<file path="src/hdl/sorted_list_table_engine_core_macros.svh">
// Assertion macros for the sorted list table engine.
// Included by modules that carry concurrent checks; uses clk_i and rst_ni of the includer.
`ifndef SORTED_LIST_TABLE_ENGINE_CORE_MACROS_SVH
`define SORTED_LIST_TABLE_ENGINE_CORE_MACROS_SVH
`ifndef SYNTHESIS
`define SLTE_ASSERT(name, prop, msg) \
  name: assert property (@(posedge clk_i) disable iff (!rst_ni) prop) else $error(msg);
`define SLTE_ASSERT_NEXT(name, ante, cons, msg) \
  name: assert property (@(posedge clk_i) disable iff (!rst_ni) (ante) |=> (cons)) \
    else $error(msg);
`else
`define SLTE_ASSERT(name, prop, msg)
`define SLTE_ASSERT_NEXT(name, ante, cons, msg)
`endif
`endif

</file>
<file path="src/hdl/slte_pkg.sv">
// Shared types and codes of the sorted list table engine.
// No dependencies; used by the engine top level.
package slte_pkg;

  localparam int unsigned DefCapacity = 64;

  localparam logic [2:0] CmdInsert  = 3'd0;
  localparam logic [2:0] CmdDelete  = 3'd1;
  localparam logic [2:0] CmdSearch  = 3'd2;
  localparam logic [2:0] CmdFwd     = 3'd3;
  localparam logic [2:0] CmdRev     = 3'd4;

  localparam logic [2:0] StDone     = 3'd0;
  localparam logic [2:0] StNotFound = 3'd1;
  localparam logic [2:0] StEmpty    = 3'd2;
  localparam logic [2:0] StFull     = 3'd3;
  localparam logic [2:0] StEntry    = 3'd4;

  typedef struct packed {
    logic [2:0]         cmd;
    logic signed [31:0] value;
  } req_t;

  typedef struct packed {
    logic [2:0]         status;
    logic signed [31:0] item_value;
    logic [6:0]         position;
    logic               last;
  } rsp_t;

endpackage

</file>
<file path="src/hdl/slte_mem.sv">
// Single-port-write, single-port-read entry memory with registered read data.
// Depends on nothing; instantiated by the engine top level.
module slte_mem #(
  parameter int unsigned Depth = 64,
  parameter int unsigned AddrW = 6
) (
  input  logic                    clk_i,
  input  logic                    we_i,
  input  logic [AddrW-1:0]        waddr_i,
  input  logic signed [31:0]      wdata_i,
  input  logic [AddrW-1:0]        raddr_i,
  output logic signed [31:0]      rdata_o
);

  logic signed [31:0] mem [Depth];
  logic signed [31:0] rdata_q;

  always_ff @(posedge clk_i) begin
    if (we_i) begin
      mem[waddr_i] <= wdata_i;
    end
    rdata_q <= mem[raddr_i];
  end

  assign rdata_o = rdata_q;

endmodule

</file>
<file path="src/hdl/sorted_list_table_engine_core.sv">
// Top level of the sorted list table engine: command sequencer and output register.
// Depends on slte_pkg, slte_mem and the assertion macro header.
//
//   channel   direction  handshake               payload
//   in        input      in_valid_i/in_ready_o   slte_pkg::req_t in_data_i
//   out       output     out_valid_o/out_ready_i slte_pkg::rsp_t out_data_o
//
// Insert, delete and search scan one entry per cycle; insert and delete then shift one entry per cycle.
// Traverse emits one result per cycle while the output is not stalled, set by the single memory read port.
// Reset empties the table at once; no clearing pass is needed.
// A stalled output holds the sequencer where it emits a result; a new item is taken only when it is idle.
`include "sorted_list_table_engine_core_macros.svh"
module sorted_list_table_engine_core #(
  parameter int unsigned CAPACITY = slte_pkg::DefCapacity
) (
  input  logic           clk_i,
  input  logic           rst_ni,
  input  logic           in_valid_i,
  output logic           in_ready_o,
  input  slte_pkg::req_t in_data_i,
  output logic           out_valid_o,
  input  logic           out_ready_i,
  output slte_pkg::rsp_t out_data_o
);

  localparam int unsigned IW = $clog2(CAPACITY);
  localparam int unsigned CW = $clog2(CAPACITY + 1);

  localparam logic [2:0] S_IDLE    = 3'd0;
  localparam logic [2:0] S_SCAN    = 3'd1;
  localparam logic [2:0] S_INS_SH  = 3'd2;
  localparam logic [2:0] S_INS_FIN = 3'd3;
  localparam logic [2:0] S_DEL_SH  = 3'd4;
  localparam logic [2:0] S_DONE    = 3'd5;
  localparam logic [2:0] S_TRAV    = 3'd6;

  logic [2:0]         state_q, state_d;
  logic [CW-1:0]      count_q, count_d;
  logic               out_valid_q, out_valid_d;
  slte_pkg::rsp_t     out_q, out_d;
  logic [2:0]         cmd_q, cmd_d;
  logic signed [31:0] val_q, val_d;
  logic [IW-1:0]      idx_q, idx_d;
  logic [IW-1:0]      pos_q, pos_d;
  logic [2:0]         st_q, st_d;
  logic [6:0]         opos_q, opos_d;

  logic               mem_we;
  logic [IW-1:0]      mem_waddr;
  logic signed [31:0] mem_wdata;
  logic signed [31:0] rdata;

  logic [CW-1:0]      idx_inc;
  logic [CW-1:0]      count_m1;
  logic               out_free;
  logic               trav_last;

  slte_mem #(
    .Depth(CAPACITY),
    .AddrW(IW)
  ) u_mem (
    .clk_i  (clk_i),
    .we_i   (mem_we),
    .waddr_i(mem_waddr),
    .wdata_i(mem_wdata),
    .raddr_i(idx_d),
    .rdata_o(rdata)
  );

  assign idx_inc   = CW'(idx_q) + CW'(1);
  assign count_m1  = count_q - CW'(1);
  assign out_free  = !out_valid_q || out_ready_i;
  assign trav_last = (cmd_q == slte_pkg::CmdFwd) ? (idx_inc == count_q) : (idx_q == '0);

  assign in_ready_o  = (state_q == S_IDLE);
  assign out_valid_o = out_valid_q;
  assign out_data_o  = out_q;

  always_comb begin
    state_d     = state_q;
    count_d     = count_q;
    out_d       = out_q;
    out_valid_d = out_valid_q && !out_ready_i;
    cmd_d       = cmd_q;
    val_d       = val_q;
    idx_d       = idx_q;
    pos_d       = pos_q;
    st_d        = st_q;
    opos_d      = opos_q;
    mem_we      = 1'b0;
    mem_waddr   = idx_q;
    mem_wdata   = rdata;
    unique case (state_q)
      S_IDLE: begin
        if (in_valid_i) begin
          cmd_d  = in_data_i.cmd;
          val_d  = in_data_i.value;
          opos_d = '0;
          unique case (in_data_i.cmd)
            slte_pkg::CmdInsert: begin
              if (count_q == CW'(CAPACITY)) begin
                st_d    = slte_pkg::StFull;
                state_d = S_DONE;
              end else if (count_q == '0) begin
                pos_d   = '0;
                state_d = S_INS_FIN;
              end else begin
                idx_d   = '0;
                state_d = S_SCAN;
              end
            end
            slte_pkg::CmdDelete, slte_pkg::CmdSearch: begin
              if (count_q == '0) begin
                st_d    = slte_pkg::StEmpty;
                state_d = S_DONE;
              end else begin
                idx_d   = '0;
                state_d = S_SCAN;
              end
            end
            slte_pkg::CmdFwd, slte_pkg::CmdRev: begin
              val_d = '0;
              if (count_q == '0) begin
                st_d    = slte_pkg::StEmpty;
                state_d = S_DONE;
              end else begin
                idx_d   = (in_data_i.cmd == slte_pkg::CmdFwd) ? '0 : count_m1[IW-1:0];
                state_d = S_TRAV;
              end
            end
            default: begin
              state_d = S_IDLE;
            end
          endcase
        end
      end
      S_SCAN: begin
        if (cmd_q == slte_pkg::CmdInsert) begin
          if (!(rdata < val_q)) begin
            pos_d   = idx_q;
            idx_d   = count_m1[IW-1:0];
            state_d = S_INS_SH;
          end else if (idx_inc == count_q) begin
            pos_d   = count_q[IW-1:0];
            state_d = S_INS_FIN;
          end else begin
            idx_d = idx_inc[IW-1:0];
          end
        end else if (rdata == val_q) begin
          st_d = slte_pkg::StDone;
          if (cmd_q == slte_pkg::CmdSearch) begin
            opos_d  = 7'(idx_inc);
            state_d = S_DONE;
          end else if (idx_inc == count_q) begin
            count_d = count_m1;
            state_d = S_DONE;
          end else begin
            idx_d   = idx_inc[IW-1:0];
            state_d = S_DEL_SH;
          end
        end else if (idx_inc == count_q) begin
          st_d    = slte_pkg::StNotFound;
          state_d = S_DONE;
        end else begin
          idx_d = idx_inc[IW-1:0];
        end
      end
      S_INS_SH: begin
        mem_we    = 1'b1;
        mem_waddr = idx_inc[IW-1:0];
        mem_wdata = rdata;
        if (idx_q == pos_q) begin
          state_d = S_INS_FIN;
        end else begin
          idx_d = idx_q - IW'(1);
        end
      end
      S_INS_FIN: begin
        mem_we    = 1'b1;
        mem_waddr = pos_q;
        mem_wdata = val_q;
        count_d   = count_q + CW'(1);
        st_d      = slte_pkg::StDone;
        state_d   = S_DONE;
      end
      S_DEL_SH: begin
        mem_we    = 1'b1;
        mem_waddr = idx_q - IW'(1);
        mem_wdata = rdata;
        if (idx_inc == count_q) begin
          count_d = count_m1;
          state_d = S_DONE;
        end else begin
          idx_d = idx_inc[IW-1:0];
        end
      end
      S_DONE: begin
        if (out_free) begin
          out_valid_d = 1'b1;
          out_d       = '{status: st_q, item_value: val_q, position: opos_q, last: 1'b1};
          state_d     = S_IDLE;
        end
      end
      S_TRAV: begin
        if (out_free) begin
          out_valid_d = 1'b1;
          out_d       = '{status: slte_pkg::StEntry, item_value: rdata, position: 7'd0,
                          last: trav_last};
          if (trav_last) begin
            state_d = S_IDLE;
          end else if (cmd_q == slte_pkg::CmdFwd) begin
            idx_d = idx_inc[IW-1:0];
          end else begin
            idx_d = idx_q - IW'(1);
          end
        end
      end
      default: begin
        state_d = S_IDLE;
      end
    endcase
  end

  always_ff @(posedge clk_i or negedge rst_ni) begin
    if (!rst_ni) begin
      state_q     <= S_IDLE;
      count_q     <= '0;
      out_valid_q <= 1'b0;
    end else begin
      state_q     <= state_d;
      count_q     <= count_d;
      out_valid_q <= out_valid_d;
    end
  end

  always_ff @(posedge clk_i) begin
    out_q  <= out_d;
    cmd_q  <= cmd_d;
    val_q  <= val_d;
    idx_q  <= idx_d;
    pos_q  <= pos_d;
    st_q   <= st_d;
    opos_q <= opos_d;
  end

  `SLTE_ASSERT(a_count_bound, count_q <= CW'(CAPACITY), "Entry count exceeds capacity.")
  `SLTE_ASSERT(a_scan_index, (state_q == S_SCAN) |-> (CW'(idx_q) < count_q),
               "Scan index out of range.")
  `SLTE_ASSERT_NEXT(a_insert_grows, state_q == S_INS_FIN, count_q == $past(count_q) + CW'(1),
                    "Insert did not grow the count.")
  `SLTE_ASSERT(a_write_states,
               mem_we |-> (state_q == S_INS_SH || state_q == S_INS_FIN || state_q == S_DEL_SH),
               "Memory written outside an update.")
  `SLTE_ASSERT(a_trav_nonempty, (state_q == S_TRAV) |-> (count_q != '0),
               "Traverse of an empty table.")

endmodule
</file>
<file path="config.mk">
export PLATFORM = sky130hd
export DESIGN_NAME = sorted_list_table_engine_core
export DESIGN_NICKNAME = d
export VERILOG_FILES = /design/src/hdl/slte_pkg.sv /design/src/hdl/slte_mem.sv /design/src/hdl/sorted_list_table_engine_core.sv
export VERILOG_INCLUDE_DIRS = /design/src /design/src/hdl
export SDC_FILE = /design/constraint.sdc
export NUM_CORES = 2
export LEC_CHECK = 0
export BUFFER_PORTS_ARGS = -buffer_cell sky130_fd_sc_hd__buf_2
export CORE_AREA = 4 4 477 479
export CTS_BUF_LIST = sky130_fd_sc_hd__clkbuf_8 sky130_fd_sc_hd__clkbuf_16
export CTS_CLUSTER_SIZE = 30
export DETAILED_ROUTE_END_ITERATION = 8
export DIE_AREA = 0 0 481 483
export GPL_TIMING_DRIVEN = 0
export PLACE_DENSITY_LB_ADDON = 0.2
export SLEW_MARGIN = 0
export SYNTH_ARGS = -nofsm -noshare
export SYNTH_HDL_FRONTEND = slang
export SYNTH_SLANG_ARGS = --single-unit
</file>
<file path="constraint.sdc">
create_clock -name clk_i -period 6.2 [get_ports clk_i]
set_clock_uncertainty 0.1 [all_clocks]
set_input_delay 0.93 -clock clk_i [delete_from_list [all_inputs] [get_ports clk_i]]
set_output_delay 0.93 -clock clk_i [all_outputs]
set_load 0.02 [all_outputs]
</file>
==> flow_summary.json <==
{
  "drive_gt1_share_pct": 15.94,
  "core_um2": 223600,
  "setup_ws_ns": -0.09335,
  "htree_levels": 4,
  "area_growth_pct": 18.20,
  "stdcell_count": 9699,
  "status": "finished, violations left",
  "rows": 174,
  "clock_path_buffers": 3,
  "path_class": "register to register",
  "cpPeakStageDelay_ns": 0.78,
  "placedCellCount": 9271,
  "initial_core_util_pct": 39.79,
  "synth_top_area_share_pct": 72.26,
  "ys_seq_area_share_pct": 73.43,
  "ys_warn_count": 0,
  "dieArea_um2": 232300,
  "path_max_fanout": 10,
  "synth_nets": 6136,
  "dr.pass1.iters": 9,
  "fill_cells": 19407,
  "track_usage_pct": 27.90,
  "fmax_ghz": 0.1589,
  "critPathArrivalTime_ns": 6.67,
  "hold_violations": 0,
  "synth_flop_cell": "edfxtp_1",
  "drv_cap": 0,
  "fp.dieW_um": 481,
  "cts_tree": "built",
  "period_needed_ns": 6.293,
  "worst_path_max_delay_cell": "nand4b_1",
  "regArea_um2": 65330,
  "synth_edf_count": 2141,
  "clkTransAtPathRegs_ns": 0.06,
  "final_common_cell": "edfxtp_1",
  "ioPinCount": 84,
  "synthDistinctLibCells": 95,
  "synth_top_family_by_area": "compound AO/OA/AOI/OAI gates",
  "clockRootBuffer": "clkbuf_16",
  "slew_viol_final": 0,
  "antenna_found_initial": 27,
  "post_drt_wl_per_cell_um": 34.35,
  "totalWireLength_mm": 333.1,
  "cts_buffers": 226,
  "relSlewSlack_pct": 8.788,
  "vias": 59796,
  "grt_pass1_vias": 56834,
  "synth_seq_cells": 2190,
  "postRouteAntennaNets": 0,
  "nets": 6595,
  "synth_compound_area_share_pct": 10.50,
  "routabilityCongestion": 0.9791,
  "finalSetupViolCount": 2,
  "insertion_delay_ns": 0.90,
  "synthSimpleGateAreaFrac_pct": 8.096,
  "port_buffers": 83,
  "syn_area_um2": 88970,
  "critPathLaunchType": "register",
  "die_y_um": 483,
  "synth.area.mux_share_pct": 4.503,
  "remaining_drc_errors": 1,
  "gr-total-overflow": 0,
  "syn_area_per_cell_um2": 14.68,
  "post-synth-top-area-cell": "edfxtp_1",
  "mostFrequentLayoutCells": "edfxtp_1, nand2_1, nand3_1",
  "async_reset_ff_share_pct": 0.5023,
  "clock-sinks": 2190,
  "violations": "design-rule violations, negative setup slack",
  "synth_fa_ha_area_share_pct": 0.5063,
  "grt_pass1_wl_mm": 455.4,
  "vias_per_cell": 6.165,
  "endpoint_kind": "register",
  "synth_cells": 6061,
  "multi_input_comb_area_um2": 22880,
  "hpwlAfterDp_mm": 238.7,
  "drt_iter0_drc": 9098,
  "ys_top_cells_by_area": "edfxtp_1, mux2i_1, a31oi_1",
  "cp_cell_sequence": "buf_2 -> inv_2 -> ha_2 -> or3b_4 -> nor3_4 -> or4_4 -> o211a_1 -> o211ai_1 -> o41ai_2 -> o22a_1 -> buf_8 -> buf_4 -> buf_6 -> clkbuf_4 -> a21oi_1 -> o41ai_1 -> a21oi_2 -> nand4b_1",
  "tightest_slew_ns": 1.365,
  "worstHoldPathType": "input pin to register",
  "grt_max_degree": 41,
  "period_share_pct": 101.5,
  "required_ns": 6.58,
  "synth_xor_area_share_pct": 0.4275
}
cells in the mapped netlist (all sizes together), types with 10 or more instances:
cell / instances
a221oi: 57
a21oi: 208
o31ai: 10
inv: 46
a221o: 23
dfxtp: 38
ha: 36
xor2: 16
a211oi: 36
a31o: 21
buf: 245
o311a: 35
o21ai: 208
mux2: 26
mux2i: 371
edfxtp: 2141
dfrtp: 11
o22ai: 104
a22o: 38
a32oi: 89
nor3: 19
nand2: 612
and2: 49
and3: 185
clkbuf: 205
nor4: 16
a31oi: 381
nor2: 140
o211ai: 40
o41ai: 53
xnor2: 24
nand3: 405
nand4: 32
a311oi: 11
worst paths after layout:
| path | slack (ns) | start | cells past startpoint | to |
|---|---|---|---|---|
| hold / removal | 0.15 | in_data_i[32] | 1 | cmd_q[0]$_DFFE_PP_ |
| setup / recovery | -0.09 | count_q[0]$_DFFE_PN0P_ | 18 | u_mem.rdata_o[10]$_DFF_P_ |
| max in group asynchronous | 5.37 | rst_ni | 2 | state_q[1]$_DFFE_PN0P_ |
| setup reg to reg | -0.09 | count_q[0]$_DFFE_PN0P_ | 18 | u_mem.rdata_o[10]$_DFF_P_ |
| hold reg to reg | 0.42 | opos_q[4]$_SDFFCE_PN0P_ | 1 | out_data_o[5]$_SDFFCE_PP0P_ |
| min in group asynchronous | 0.39 | rst_ni | 2 | count_q[5]$_DFFE_PN0P_ |
state kept, by name (all words and copies together) (netlist names), 3 cells and up:
register	cells
val_q	32
out_data_o	43
idx_q	6
u_mem.mem	2048
count_q	7
cmd_q	3
u_mem.rdata_o	32
pos_q	6
opos_q	7
state_q	3
critical path, delay by kind of cell (launching register included):
kind | cells | cell delay, ns
buf+inv | 6 | 1.43
compound gates | 7 | 2.03
flops | 1 | 0.38
fa+ha+maj | 1 | 0.23
simple gates | 4 | 1.65
cell families (layout without fill, tap and decap cells):
kind of cell	Yosys count	count (layout)
AO/OA/AOI/OAI	1385	1385
XOR/XNOR	41	41
adder cells (fa/ha/maj)	36	36
buffers and inverters	498	1129
flip-flops	2190	2190
multiplexers	397	397
other	0	15
AND/OR/NAND/NOR	1514	1514
layout make-up:
type,instances,share of cell area [%]
Antenna cell,15,0.03569
Tap cell,2992,3.560
Multi-Input combinational cell,3373,21.76
Timing Repair Buffer,235,3.161
Sequential cell,2190,62.12
Clock inverter,168,1.283
Inverter,48,0.1868
Buffer,446,2.428
Clock buffer,232,5.467
stage by stage:
| stage | setup slack (ns) | utilization, % | setup TNS (ns) | cell area [µm²] | hold slack, ns |
|---|---|---|---|---|---|
| final | -0.09335 | 47.04 | -0.1097 | 105200 | 0.1530 |
| after global routing | -0.003828 | 47.02 | -0.005460 | 105100 | 0.1237 |
| after CTS | 0.0002021 | 46.84 | 0 | 104700 | 0.08667 |
| after detailed placement | -1.778 | 43.33 | -40.03 | 96870 | 0.4066 |
| after global placement | -5.998 | 41.65 | - | 93130 | 0.4056 |
| after floorplan | 1.336 | - | 0 | 88970 | 0.3967 |
metal layers:
| layer | vias up | wire length [µm] | global-route usage, % |
|---|---|---|---|
| li1 | 25040 | - | - |
| met1 | 30581 | 128900 | 37.31 |
| met2 | 3464 | 148600 | 42.13 |
| met3 | 701 | 35950 | 7.008 |
| met4 | 10 | 19620 | 14.43 |
| met5 | - | 69 | 0 |
timing repair:
action	in CTS	in global routing
endpoints found under the setup margin	32	27
hold buffers	1	0
setup buffers	8	8
endpoints found under the hold margin	11	0
pin swaps	17	25
gates resized for setup	213	141
Power is not shown: default switching activity piles up to over one toggle a cycle in this logic, so the estimate is an artifact.
